File: config.mk
export PLATFORM = sky130hd
export DESIGN_NAME = array_list_engine
export DESIGN_NICKNAME = d
export VERILOG_FILES = /design/src/hw/rtl/ale_pkg.sv /design/src/hw/rtl/ale_ram.sv /design/src/hw/rtl/ale_cmp.sv /design/src/hw/rtl/array_list_engine.sv
export SDC_FILE = /design/constraint.sdc
export NUM_CORES = 2
export LEC_CHECK = 0
export BUFFER_PORTS_ARGS = -buffer_cell sky130_fd_sc_hd__buf_2
export CAP_MARGIN = 15
export CORE_ASPECT_RATIO = 0.6
export CORE_UTILIZATION = 55
export CTS_BUF_LIST = sky130_fd_sc_hd__clkbuf_8
export DETAILED_ROUTE_END_ITERATION = 8
export PLACE_DENSITY = 0.71
export SYNTH_ARGS = -nofsm -noshare
export SYNTH_HDL_FRONTEND = slang
export SYNTH_SLANG_ARGS = --single-unit
File: constraint.sdc
create_clock -name clock -period 16.8 [get_ports clock]
set_input_delay 0 -clock clock [delete_from_list [all_inputs] [get_ports clock]]
set_output_delay 0 -clock clock [all_outputs]
set_load 0.01 [all_outputs]
File: src/hw/rtl/ale_pkg.sv
package ale_pkg;

   localparam int DEPTH_DEFAULT      = 64;
   localparam int DATA_WIDTH_DEFAULT = 32;

   localparam int CMD_W   = 4;
   localparam int INDEX_W = 6;
   localparam int VALUE_W = 32;
   localparam int STAT_W  = 2;
   localparam int TOTAL_W = 7;

   localparam logic [CMD_W-1:0] CMD_INS_START = 4'd0;
   localparam logic [CMD_W-1:0] CMD_INS_END   = 4'd1;
   localparam logic [CMD_W-1:0] CMD_INS_AT    = 4'd2;
   localparam logic [CMD_W-1:0] CMD_RM_START  = 4'd3;
   localparam logic [CMD_W-1:0] CMD_RM_END    = 4'd4;
   localparam logic [CMD_W-1:0] CMD_RM_AT     = 4'd5;
   localparam logic [CMD_W-1:0] CMD_REPLACE   = 4'd6;
   localparam logic [CMD_W-1:0] CMD_SEARCH    = 4'd7;
   localparam logic [CMD_W-1:0] CMD_SORT      = 4'd8;
   localparam logic [CMD_W-1:0] CMD_DUPCHECK  = 4'd9;
   localparam logic [CMD_W-1:0] CMD_READ      = 4'd10;
   localparam logic [CMD_W-1:0] CMD_CLEAR     = 4'd11;

   localparam logic [STAT_W-1:0] ST_OK    = 2'd0;
   localparam logic [STAT_W-1:0] ST_RANGE = 2'd1;
   localparam logic [STAT_W-1:0] ST_FULL  = 2'd2;
   localparam logic [STAT_W-1:0] ST_EMPTY = 2'd3;

   typedef struct packed {
      logic eq;
      logic lt;
   } cmp_result_type;

endpackage

File: src/hw/rtl/ale_ram.sv
module ale_ram #(
   parameter int WIDTH = 32,
   parameter int DEPTH = 64
) (
   input  logic                     clock,
   input  logic                     wr_en,
   input  logic [$clog2(DEPTH)-1:0] wr_addr,
   input  logic [WIDTH-1:0]         wr_data,
   input  logic                     rd_en,
   input  logic [$clog2(DEPTH)-1:0] rd_addr,
   output logic [WIDTH-1:0]         rd_data
);

   logic [WIDTH-1:0] mem [DEPTH];

   always_ff @(posedge clock) begin
      if (wr_en) begin
         mem[wr_addr] <= wr_data;
      end
      if (rd_en) begin
         rd_data <= mem[rd_addr];
      end
   end

endmodule

File: src/hw/rtl/ale_cmp.sv
module ale_cmp #(
   parameter int WIDTH = 32
) (
   input  logic [WIDTH-1:0]       a,
   input  logic [WIDTH-1:0]       b,
   output ale_pkg::cmp_result_type result
);

   import ale_pkg::*;

   always_comb begin
      result.eq = (a == b);
      result.lt = ($signed(a) < $signed(b));
   end

endmodule

File: src/hw/rtl/array_list_engine.sv
// channel   | ports                               | handshake
// ----------+-------------------------------------+------------------------------
// request   | req_cmd, req_index, req_value       | taken when start && !busy
// result    | rsp_status .. rsp_has_duplicate     | rsp_valid, one cycle, no stall
//
// one request at a time; the result strobe comes in the cycle after the last step
// list walks use the single ram port pair: each element moved or scanned is first read, then written or checked
// insert/remove shift the tail, search and dupcheck scan, sort repeats bubble
// passes until one makes no swap; the shared compare unit does one test per step
// reset empties the list (count 0); ram contents are left as they are
// the receiver cannot stall: a result is shown for exactly one cycle
module array_list_engine #(
   parameter int DEPTH      = ale_pkg::DEPTH_DEFAULT,
   parameter int DATA_WIDTH = ale_pkg::DATA_WIDTH_DEFAULT
) (
   input  logic                              clock,
   input  logic                              reset,
   input  logic                              start,
   output logic                              busy,
   input  logic [ale_pkg::CMD_W-1:0]         req_cmd,
   input  logic [ale_pkg::INDEX_W-1:0]       req_index,
   input  logic signed [ale_pkg::VALUE_W-1:0] req_value,
   output logic                              rsp_valid,
   output logic [ale_pkg::STAT_W-1:0]        rsp_status,
   output logic                              rsp_found,
   output logic [ale_pkg::INDEX_W-1:0]       rsp_position,
   output logic signed [ale_pkg::VALUE_W-1:0] rsp_read_value,
   output logic [ale_pkg::TOTAL_W-1:0]       rsp_entry_total,
   output logic                              rsp_already_sorted,
   output logic                              rsp_has_duplicate
);

   import ale_pkg::*;

   localparam int AW = $clog2(DEPTH);
   localparam int CW = $clog2(DEPTH + 1);
   localparam int IW = (CW > INDEX_W) ? CW : INDEX_W;

   localparam logic [4:0] S_IDLE     = 5'd0;
   localparam logic [4:0] S_INS      = 5'd1;
   localparam logic [4:0] S_INS_MV   = 5'd2;
   localparam logic [4:0] S_RM       = 5'd3;
   localparam logic [4:0] S_RM_MV    = 5'd4;
   localparam logic [4:0] S_RD_WAIT  = 5'd5;
   localparam logic [4:0] S_SRCH     = 5'd6;
   localparam logic [4:0] S_SRCH_CK  = 5'd7;
   localparam logic [4:0] S_SORT_LD  = 5'd8;
   localparam logic [4:0] S_SORT_CUR = 5'd9;
   localparam logic [4:0] S_SORT     = 5'd10;
   localparam logic [4:0] S_SORT_CK  = 5'd11;
   localparam logic [4:0] S_DUP      = 5'd12;
   localparam logic [4:0] S_DUP_HOLD = 5'd13;
   localparam logic [4:0] S_DUP_RD   = 5'd14;
   localparam logic [4:0] S_DUP_CK   = 5'd15;

   logic [4:0]            state_ff, state_in;
   logic [CW-1:0]         cnt_ff, cnt_in;
   logic [CW-1:0]         ptr_ff, ptr_in;
   logic [CW-1:0]         tgt_ff, tgt_in;
   logic [DATA_WIDTH-1:0] cur_ff, cur_in;
   logic                  first_ff, first_in;
   logic                  swap_ff, swap_in;
   logic                  valid_ff, valid_in;
   logic [STAT_W-1:0]     status_ff, status_in;
   logic                  found_ff, found_in;
   logic [INDEX_W-1:0]    pos_ff, pos_in;
   logic [VALUE_W-1:0]    rdv_ff, rdv_in;
   logic                  srt_ff, srt_in;
   logic                  dup_ff, dup_in;

   logic                  wr_en, rd_en;
   logic [AW-1:0]         wr_addr, rd_addr;
   logic [DATA_WIDTH-1:0] wr_data, rd_data;
   logic [DATA_WIDTH-1:0] val_ext;
   logic [CW-1:0]         ptr_p1, ptr_m1, tgt_p1;
   logic [IW-1:0]         ix, nx;
   cmp_result_type        cmp;

   ale_ram #(.WIDTH(DATA_WIDTH), .DEPTH(DEPTH)) u_ram (
      .clock   (clock),
      .wr_en   (wr_en),
      .wr_addr (wr_addr),
      .wr_data (wr_data),
      .rd_en   (rd_en),
      .rd_addr (rd_addr),
      .rd_data (rd_data)
   );

   ale_cmp #(.WIDTH(DATA_WIDTH)) u_cmp (
      .a      (rd_data),
      .b      (cur_ff),
      .result (cmp)
   );

   assign val_ext = DATA_WIDTH'(req_value);
   assign ptr_p1  = ptr_ff + CW'(1);
   assign ptr_m1  = ptr_ff - CW'(1);
   assign tgt_p1  = tgt_ff + CW'(1);
   assign ix      = IW'(req_index);
   assign nx      = IW'(cnt_ff);

   always_comb begin
      state_in  = state_ff;
      cnt_in    = cnt_ff;
      ptr_in    = ptr_ff;
      tgt_in    = tgt_ff;
      cur_in    = cur_ff;
      first_in  = first_ff;
      swap_in   = swap_ff;
      valid_in  = 1'b0;
      status_in = status_ff;
      found_in  = found_ff;
      pos_in    = pos_ff;
      rdv_in    = rdv_ff;
      srt_in    = srt_ff;
      dup_in    = dup_ff;
      wr_en     = 1'b0;
      wr_addr   = AW'(ptr_ff);
      wr_data   = rd_data;
      rd_en     = 1'b0;
      rd_addr   = AW'(ptr_ff);

      unique case (state_ff)
         S_IDLE: begin
            if (start) begin
               status_in = ST_OK;
               found_in  = 1'b0;
               pos_in    = '0;
               rdv_in    = '0;
               srt_in    = 1'b0;
               dup_in    = 1'b0;
               cur_in    = val_ext;
               ptr_in    = '0;
               tgt_in    = '0;
               unique case (req_cmd)
                  CMD_INS_START, CMD_INS_END, CMD_INS_AT: begin
                     if (req_cmd == CMD_INS_AT && ix > nx) begin
                        status_in = ST_RANGE;
                        valid_in  = 1'b1;
                     end else if (cnt_ff == CW'(DEPTH)) begin
                        status_in = ST_FULL;
                        valid_in  = 1'b1;
                     end else begin
                        ptr_in = cnt_ff;
                        if (req_cmd == CMD_INS_START) begin
                           tgt_in = '0;
                        end else if (req_cmd == CMD_INS_END) begin
                           tgt_in = cnt_ff;
                        end else begin
                           tgt_in = CW'(req_index);
                        end
                        state_in = S_INS;
                     end
                  end
                  CMD_RM_START, CMD_RM_END, CMD_RM_AT, CMD_REPLACE, CMD_READ: begin
                     if (cnt_ff == '0) begin
                        status_in = ST_EMPTY;
                        valid_in  = 1'b1;
                     end else if (req_cmd == CMD_RM_START) begin
                        state_in = S_RM;
                     end else if (req_cmd == CMD_RM_END) begin
                        cnt_in   = cnt_ff - CW'(1);
                        valid_in = 1'b1;
                     end else if (ix >= nx) begin
                        status_in = ST_RANGE;
                        valid_in  = 1'b1;
                     end else if (req_cmd == CMD_RM_AT) begin
                        ptr_in   = CW'(req_index);
                        state_in = S_RM;
                     end else if (req_cmd == CMD_REPLACE) begin
                        wr_en    = 1'b1;
                        wr_addr  = AW'(req_index);
                        wr_data  = val_ext;
                        valid_in = 1'b1;
                     end else begin
                        rd_en    = 1'b1;
                        rd_addr  = AW'(req_index);
                        state_in = S_RD_WAIT;
                     end
                  end
                  CMD_SEARCH: begin
                     state_in = S_SRCH;
                  end
                  CMD_SORT: begin
                     if (cnt_ff <= CW'(1)) begin
                        srt_in   = 1'b1;
                        valid_in = 1'b1;
                     end else begin
                        first_in = 1'b1;
                        state_in = S_SORT_LD;
                     end
                  end
                  CMD_DUPCHECK: begin
                     state_in = S_DUP;
                  end
                  CMD_CLEAR: begin
                     cnt_in   = '0;
                     valid_in = 1'b1;
                  end
                  default: begin
                     valid_in = 1'b1;
                  end
               endcase
            end
         end
         // shift up from the tail, then drop the new word into the gap
         S_INS: begin
            if (ptr_ff == tgt_ff) begin
               wr_en    = 1'b1;
               wr_addr  = AW'(ptr_ff);
               wr_data  = cur_ff;
               cnt_in   = cnt_ff + CW'(1);
               valid_in = 1'b1;
               state_in = S_IDLE;
            end else begin
               rd_en    = 1'b1;
               rd_addr  = AW'(ptr_m1);
               state_in = S_INS_MV;
            end
         end
         S_INS_MV: begin
            wr_en    = 1'b1;
            wr_addr  = AW'(ptr_ff);
            ptr_in   = ptr_m1;
            state_in = S_INS;
         end
         S_RM: begin
            if (ptr_p1 < cnt_ff) begin
               rd_en    = 1'b1;
               rd_addr  = AW'(ptr_p1);
               state_in = S_RM_MV;
            end else begin
               cnt_in   = cnt_ff - CW'(1);
               valid_in = 1'b1;
               state_in = S_IDLE;
            end
         end
         S_RM_MV: begin
            wr_en    = 1'b1;
            wr_addr  = AW'(ptr_ff);
            ptr_in   = ptr_p1;
            state_in = S_RM;
         end
         S_RD_WAIT: begin
            rdv_in   = VALUE_W'(rd_data);
            valid_in = 1'b1;
            state_in = S_IDLE;
         end
         S_SRCH: begin
            if (ptr_ff < cnt_ff) begin
               rd_en    = 1'b1;
               rd_addr  = AW'(ptr_ff);
               state_in = S_SRCH_CK;
            end else begin
               valid_in = 1'b1;
               state_in = S_IDLE;
            end
         end
         S_SRCH_CK: begin
            if (cmp.eq) begin
               found_in = 1'b1;
               pos_in   = INDEX_W'(ptr_ff);
               valid_in = 1'b1;
               state_in = S_IDLE;
            end else begin
               ptr_in   = ptr_p1;
               state_in = S_SRCH;
            end
         end
         // one bubble pass: cur_ff carries the running maximum
         S_SORT_LD: begin
            rd_en    = 1'b1;
            rd_addr  = '0;
            ptr_in   = CW'(1);
            swap_in  = 1'b0;
            state_in = S_SORT_CUR;
         end
         S_SORT_CUR: begin
            cur_in   = rd_data;
            state_in = S_SORT;
         end
         S_SORT: begin
            if (ptr_ff < cnt_ff) begin
               rd_en    = 1'b1;
               rd_addr  = AW'(ptr_ff);
               state_in = S_SORT_CK;
            end else begin
               wr_en    = 1'b1;
               wr_addr  = AW'(ptr_m1);
               wr_data  = cur_ff;
               first_in = 1'b0;
               if (first_ff) begin
                  srt_in = !swap_ff;
               end
               if (swap_ff) begin
                  state_in = S_SORT_LD;
               end else begin
                  valid_in = 1'b1;
                  state_in = S_IDLE;
               end
            end
         end
         S_SORT_CK: begin
            wr_en   = 1'b1;
            wr_addr = AW'(ptr_m1);
            if (cmp.lt) begin
               wr_data = rd_data;
               swap_in = 1'b1;
            end else begin
               wr_data = cur_ff;
               cur_in  = rd_data;
            end
            ptr_in   = ptr_p1;
            state_in = S_SORT;
         end
         S_DUP: begin
            if (tgt_p1 < cnt_ff) begin
               rd_en    = 1'b1;
               rd_addr  = AW'(tgt_ff);
               state_in = S_DUP_HOLD;
            end else begin
               valid_in = 1'b1;
               state_in = S_IDLE;
            end
         end
         S_DUP_HOLD: begin
            cur_in   = rd_data;
            ptr_in   = tgt_p1;
            state_in = S_DUP_RD;
         end
         S_DUP_RD: begin
            if (ptr_ff < cnt_ff) begin
               rd_en    = 1'b1;
               rd_addr  = AW'(ptr_ff);
               state_in = S_DUP_CK;
            end else begin
               tgt_in   = tgt_p1;
               state_in = S_DUP;
            end
         end
         S_DUP_CK: begin
            if (cmp.eq) begin
               dup_in   = 1'b1;
               valid_in = 1'b1;
               state_in = S_IDLE;
            end else begin
               ptr_in   = ptr_p1;
               state_in = S_DUP_RD;
            end
         end
         default: begin
            state_in = S_IDLE;
         end
      endcase
   end

   always_ff @(posedge clock) begin
      if (reset) begin
         state_ff <= S_IDLE;
         cnt_ff   <= '0;
         valid_ff <= 1'b0;
         first_ff <= 1'b0;
         swap_ff  <= 1'b0;
      end else begin
         state_ff <= state_in;
         cnt_ff   <= cnt_in;
         valid_ff <= valid_in;
         first_ff <= first_in;
         swap_ff  <= swap_in;
      end
      ptr_ff    <= ptr_in;
      tgt_ff    <= tgt_in;
      cur_ff    <= cur_in;
      status_ff <= status_in;
      found_ff  <= found_in;
      pos_ff    <= pos_in;
      rdv_ff    <= rdv_in;
      srt_ff    <= srt_in;
      dup_ff    <= dup_in;
   end

   assign busy               = (state_ff != S_IDLE);
   assign rsp_valid          = valid_ff;
   assign rsp_status         = status_ff;
   assign rsp_found          = found_ff;
   assign rsp_position       = pos_ff;
   assign rsp_read_value     = rdv_ff;
   assign rsp_entry_total    = TOTAL_W'(cnt_ff);
   assign rsp_already_sorted = srt_ff;
   assign rsp_has_duplicate  = dup_ff;

endmodule

## Word level (Yosys, flattened, before mapping)

Memory sizes are Yosys's and may differ from the RTL's. A register that Yosys moved wholly into a read port is not among the register bits.
Index checks and enable logic that the tools add are counted.

- Logic and storage cells: 270
- Memories kept: 1
- Flip-flop bits (word level): 104
- Output and inout bits: 52
- Bits of input ports: 45
- RAM bits: 2048

Memory list:

| memory | depth | width | read ports | clocked after Yosys merged registers in | wr ports | RTL line | source |
|---|---|---|---|---|---|---|---|
| u_ram.mem | 64 | 32 | 1 | 1 | 1 | ale_ram.sv:14 | `logic [WIDTH-1:0] mem [DEPTH];` |

- Muxes and demuxes: 154
- $add $sub $neg: 5
- Reduce and logical (&&, ||, !) cells: 36
- Magnitude comparators: 7
- Eq/ne operators: 53

Operators with widths:

| operator | number |
|---|---|
| $mux 32 | 14 |
| $mux 6 | 27 |
| $pmux 32 s4 | 1 |
| $mux 7 | 17 |
| $pmux 32 s3 | 1 |
| $pmux 5 s14 | 1 |
| $pmux 32 s2 | 1 |
| $mux 1 | 51 |
| $mux 5 | 10 |
| $pmux 7 s2 | 3 |
| $pmux 7 s6 | 1 |
| $eq 5x4->1 const B | 8 |
| $eq 32x32->1 | 1 |
| $lt 32x32->1 | 1 |
| $pmux 6 s5 | 1 |
| $pmux 5 s5 | 1 |
| $ne 2x2->1 const B | 12 |
| $add 7x1->7 const B | 3 |
| $lt 7x7->1 | 3 |
| $pmux 7 s3 | 1 |
| $eq 5x3->1 const B | 4 |
| $ne 3x3->1 const B | 6 |
| $pmux 6 s3 | 1 |
| $eq 4x3->1 const B | 4 |
| other kinds (43) | 82 |

## Logic depth before layout (Yosys ltp)

- Depth after elaboration: 12
- Mapped depth: 20
- Gate-level depth less buffers: 16

## By module

A second synthesis with hierarchy kept.

- Cell total of the unflattened synthesis: 4427
- Area total of the unflattened synthesis: 87731.6 sq um

By module, submodules not included:

| module | instances | cells an instance | area each (sq um) |
|---|---|---|---|
| ale_ram | 1 | 3511 | 79359.9 |
| array_list_engine | 1 | 803 | 7551.0 |
| ale_cmp | 1 | 113 | 820.8 |

## Worst setup path before layout

No wires, ideal clock.

- Path kind: reg2reg
- Start: reg cnt_ff[1] (netlist: rsp_entry_total[1])
- End: mem u_ram.mem[3][0], enable pin
- Cell stages (with the launch flop): 13
- Arrival time: 6.367 ns
- Library setup time: 0.501 ns
- Buffers on the path: 1
- Clock period less this slack: 6.869 ns
- Setup slack: 9.931 ns
- Path through: dfxtp_1 > inv_1 > ha_1 > nor2b_1 > o31ai_1 > a31oi_1 > or3_1 > nor2_1 > a21oi_1 > o21a_1 > or4_1 > clkbuf_1 > nor4_1

- Word-level cells in the longest chain between the ends: 10
- Elaborated cells between the ends (all ways): 21
- Classes of those cells: order compare (2); mux (18); reduce/logical (1)

RTL lines:

| element | RTL line | source |
|---|---|---|
| start, declared | array_list_engine.sv:57 | `logic [CW-1:0] cnt_ff, cnt_in;` |
| start signal, assigned | array_list_engine.sv:366 | `cnt_ff <= cnt_in;` |
| $ge 6x7->1 | array_list_engine.sv:164 | `end else if (ix >= nx) begin` |
| $mux 1 | array_list_engine.sv:164 |  |
| $mux 1 | array_list_engine.sv:161 | `end else if (req_cmd == CMD_RM_END) begin` |
| $mux 1 | array_list_engine.sv:159 | `end else if (req_cmd == CMD_RM_START) begin` |
| $mux 1 | array_list_engine.sv:156 | `if (cnt_ff == '0) begin` |
| $mux 1 | array_list_engine.sv:135 | `unique case (req_cmd)` |
| $mux 1 | array_list_engine.sv:125 | `if (start) begin` |
| $pmux 1 s4 | array_list_engine.sv:123 | `unique case (state_ff)` |
| $mux 1 | ale_ram.sv:17 | `if (wr_en) begin` |
| $mux 1 (implied by the code) | ale_ram.sv:18 | `mem[wr_addr] <= wr_data;` |
| end, declared | ale_ram.sv:14 |  |

Several ways; a longest one is shown, not always the timed one.

## Final worst setup path

- Start: reg ptr_ff[0]
- End: reg u_ram.rd_data[29], read port of u_ram.mem (data pin)

- Word-level cells in the longest chain between the ends: 9
- Elaborated cells between the ends (all ways): 21
- Classes of those cells: add/sub (2); order compare (2); eq/ne (1); mux (16)

RTL lines:

| element | RTL line | source |
|---|---|---|
| start, declared | array_list_engine.sv:58 | `logic [CW-1:0] ptr_ff, ptr_in;` |
| start signal, assigned | array_list_engine.sv:371 | `ptr_ff <= ptr_in;` |
| branches (longest 9 deep; another with $add 7x1->7) | - |  |
| end, declared | ale_ram.sv:11 | `output logic [WIDTH-1:0] rd_data` |

Parallel ways; which one is timed is not known.
A chain may end at the register's enable or synchronous reset.

==> out/results.txt <==
switch share = 0.412
worst r2r src = ptr_ff[0]$_DFFE_PP_
Avg Inst Size Synth = 12.8 µm²
Critical Path AT = 8.54 ns
share of cells above drive strength 1 = 0.114
most common cell in the netlist = edfxtp_1
Overall Global Routing Usage = 0.342
Synth Warn # = 0
# rows = 113
DP Cell Count = 8922
hpwl dp = 155000 µm
die area = 163000 µm²
f_max = 129 MHz
io pins = 97
Crit path largest cell delay = 0.77 ns
CTS sink cnt = 2183
EDFF count, synth = 2169
drt total wl = 283000 µm
Most used DFF post-synth = edfxtp_1
Vias = 61.7k
Layout Nets = 7297
RSZ-0062 raised after global routing = no
Clock power frac = 0.215
Max IR drop VDD = 167 µV
Bufs on Longest Clock Path = 4
pwr/cell area = 178 nW/µm²
worst hold path class = in2reg
global-route wire length before repair = 402000 µm
vias in the first global route = 57.5k
Root Buffer Master = clkbuf_8
Worst Reg2Reg Path Length in Cells = 17
synthesis-stage register bit count = 2183
crit-path leading delay family = buffers and inverters
non-filler cells, final = 9535
core area = 159000 µm²
initial antenna violation count = 25
sequential area share after synthesis = 0.735
PortBufs = 96
final core utilization = 0.620
Startpoint Class = flop
WP depth = 17
maximum number of pins on one net before global-route repair = 162
DP Area = 92600 µm²
Final Hold Fails = 0
LEAKAGE = 34.1 nW
post-synth top area cell = edfxtp_1
synth cell count leaders = 2169 x edfxtp_1, 1955 x nand2_1, 865 x nand3_1, 301 x a21oi_1, 282 x clkbuf_1
Comb pwr share = 0.364
total of max-cap violations = 0
Fin Setup TNS = 0 ns
Vert. Die Dim = 314 µm
HP Start = req_value[29]
Worst-Margin Slew = 1.40 ns
H-tree levels = 5
Placer Congestion = 0.990
Post-route DRC = 0
Routed WL per cell = 29.6 µm
final slew viol count = 0
syn_nets = 7057
headroom to the max-slew limit = 0.0584
hold slack = 0.0348 ns
WS Path Type = reg2reg
Synth area leaders = edfxtp_1 73%, nand2_1 8.2%, nand3_1 4.9%
Post-synth ARST share = 0
cells after synthesis = 6950
Syn-to-layout area delta = 11.0%
Pwr Total = 17.6 mW
minimum clock period = 7.77 ns
Distinct cells, synth = 77
Final Cycle Share = 0.463
mapped cell area = 89000 µm²
antenna viol nets, final = 0
post-CTS setup buffers = 0
hold-critical path depth = 3
Clock transition at path regs = 0.07 ns
CTS tree = built
Final setup viols = 0
Setup crit start = ptr_ff[0]$_DFFE_PP_
Inserted Clock Buffers = 309
Starting DRT DRC Count = 10.7k
internal power = 10.4 mW
clk_lat worst skew = 0.93 ns
pre-CTS setup slack = 9.32 ns
remaining global-route overflow = 0
WP buf/inv = 4
final setup margin = 9.03 ns
Clock Skew = 0.0715 ns
Yosys top cell area share = 0.732
fin area = 98800 µm²
WP data required = 17.57 ns
worst path cell trace = inv_1 > ha_1 > ha_1 > a21bo_2 > a211oi_1 > nor2_1 > o211ai_1 > o21a_1 > or2_4 > buf_4 > buf_4 > buf_12 > nand2_1 > a32oi_1 > nand4_1 > nor3_1 > or4_1
Die X = 521 µm
CP max FO = 161
Switching Power = 7.26 mW
Initial Utilization = 0.558
status = complete, no violations
Seq pwr share = 0.421
Vias/cell = 6.47
DRT Pass-1 Iters = 9
critical path's slowest cell = buf_4
CP endpoint kind = flop
==> layout by cell type (no fill, tap or decap), types with 34 or more instances in the layout <==
cell	n
and2_1	38
nor3_1	134
o31ai_1	37
inv_1	151
nor3_2	48
nand3_1	833
ha_1	62
o21ai_0	69
buf_4	171
dlygate4sd3_1	79
clkinv_1	64
nor2_4	37
mux2i_1	97
a32oi_1	91
or4_1	34
nand4_1	138
clkbuf_8	312
a31oi_1	44
nor2_1	50
edfxtp_1	2169
nand2_1	1951
buf_2	96
a21oi_1	301
==> state kept, by name, summed over array words and instances, names as in the netlist, 6 cells and up <==
name and cells:
rsp_position 6, ptr_ff 7, rsp_entry_total 7, rsp_read_value 32
cur_ff 32, tgt_ff 7, u_ram.rd_data 32, u_ram.mem 2048
==> metal layers <==
layer | global-route usage | routed length [µm] | vias to the layer above
li1 | - | - | 26000
met1 | 0.500 | 107000 | 30200
met2 | 0.465 | 116000 | 4831
met3 | 0.140 | 49600 | 573
met4 | 0.110 | 9310 | 28
met5 | 0 | 547 | -
==> worst min-delay path, cell delays in order <==
cell and delay (ns):
dlygate4sd3_1 0.53, buf_2 0.15, mux2_2 0.15
==> cell families after synthesis <==
| group | count (synthesis) | share of synthesized area |
|---|---|---|
| multiplexers | 129 | 0.0150 |
| flip-flops | 2183 | 0.735 |
| adder cells (fa/ha/maj) | 62 | 0.00872 |
| XOR/XNOR | 25 | 0.00246 |
| AO/OA/AOI/OAI | 672 | 0.0480 |
| AND/OR/NAND/NOR | 3388 | 0.168 |
| buffers and inverters | 491 | 0.0228 |
==> timing repair <==
action,CTS,global route
hold buffers,79,0
resized for setup,0,0
endpoints found under the hold margin,1350,0
==> power groups by stage <==
stage	Sequential [mW]	Combinational, mW	Clock (mW)
finish	7.42	6.41	3.79
floorplan	7.37	3.62	0
detailed placement	7.49	6.12	0
global placement	7.48	6.01	0
CTS	7.37	6.15	3.81
global route	7.40	6.71	4.04
==> cell type report <==
cell class / instances / area (µm²)
clock buffer: 312 / 4290
fill: 11900 / 60600
tap: 2127 / 2660
multi-input combinational: 4276 / 22300
antenna: 9 / 22.5
sequential: 2183 / 65400
inverter: 59 / 221
timing repair buffer: 361 / 2830
clock inverter: 208 / 997
==> final timing paths <==
kind	endpoint	slack, ns
worst max-delay path	u_ram.rd_data[29]$_DFFE_PP_	9.03
worst min-delay path	cur_ff[29]$_DFFE_PP_	0.03
worst max register to register	u_ram.rd_data[29]$_DFFE_PP_	9.03
worst min register to register	first_ff$_SDFFE_PP0P_	0.54
No activity file was read; power rests on OpenSTA's default activity.
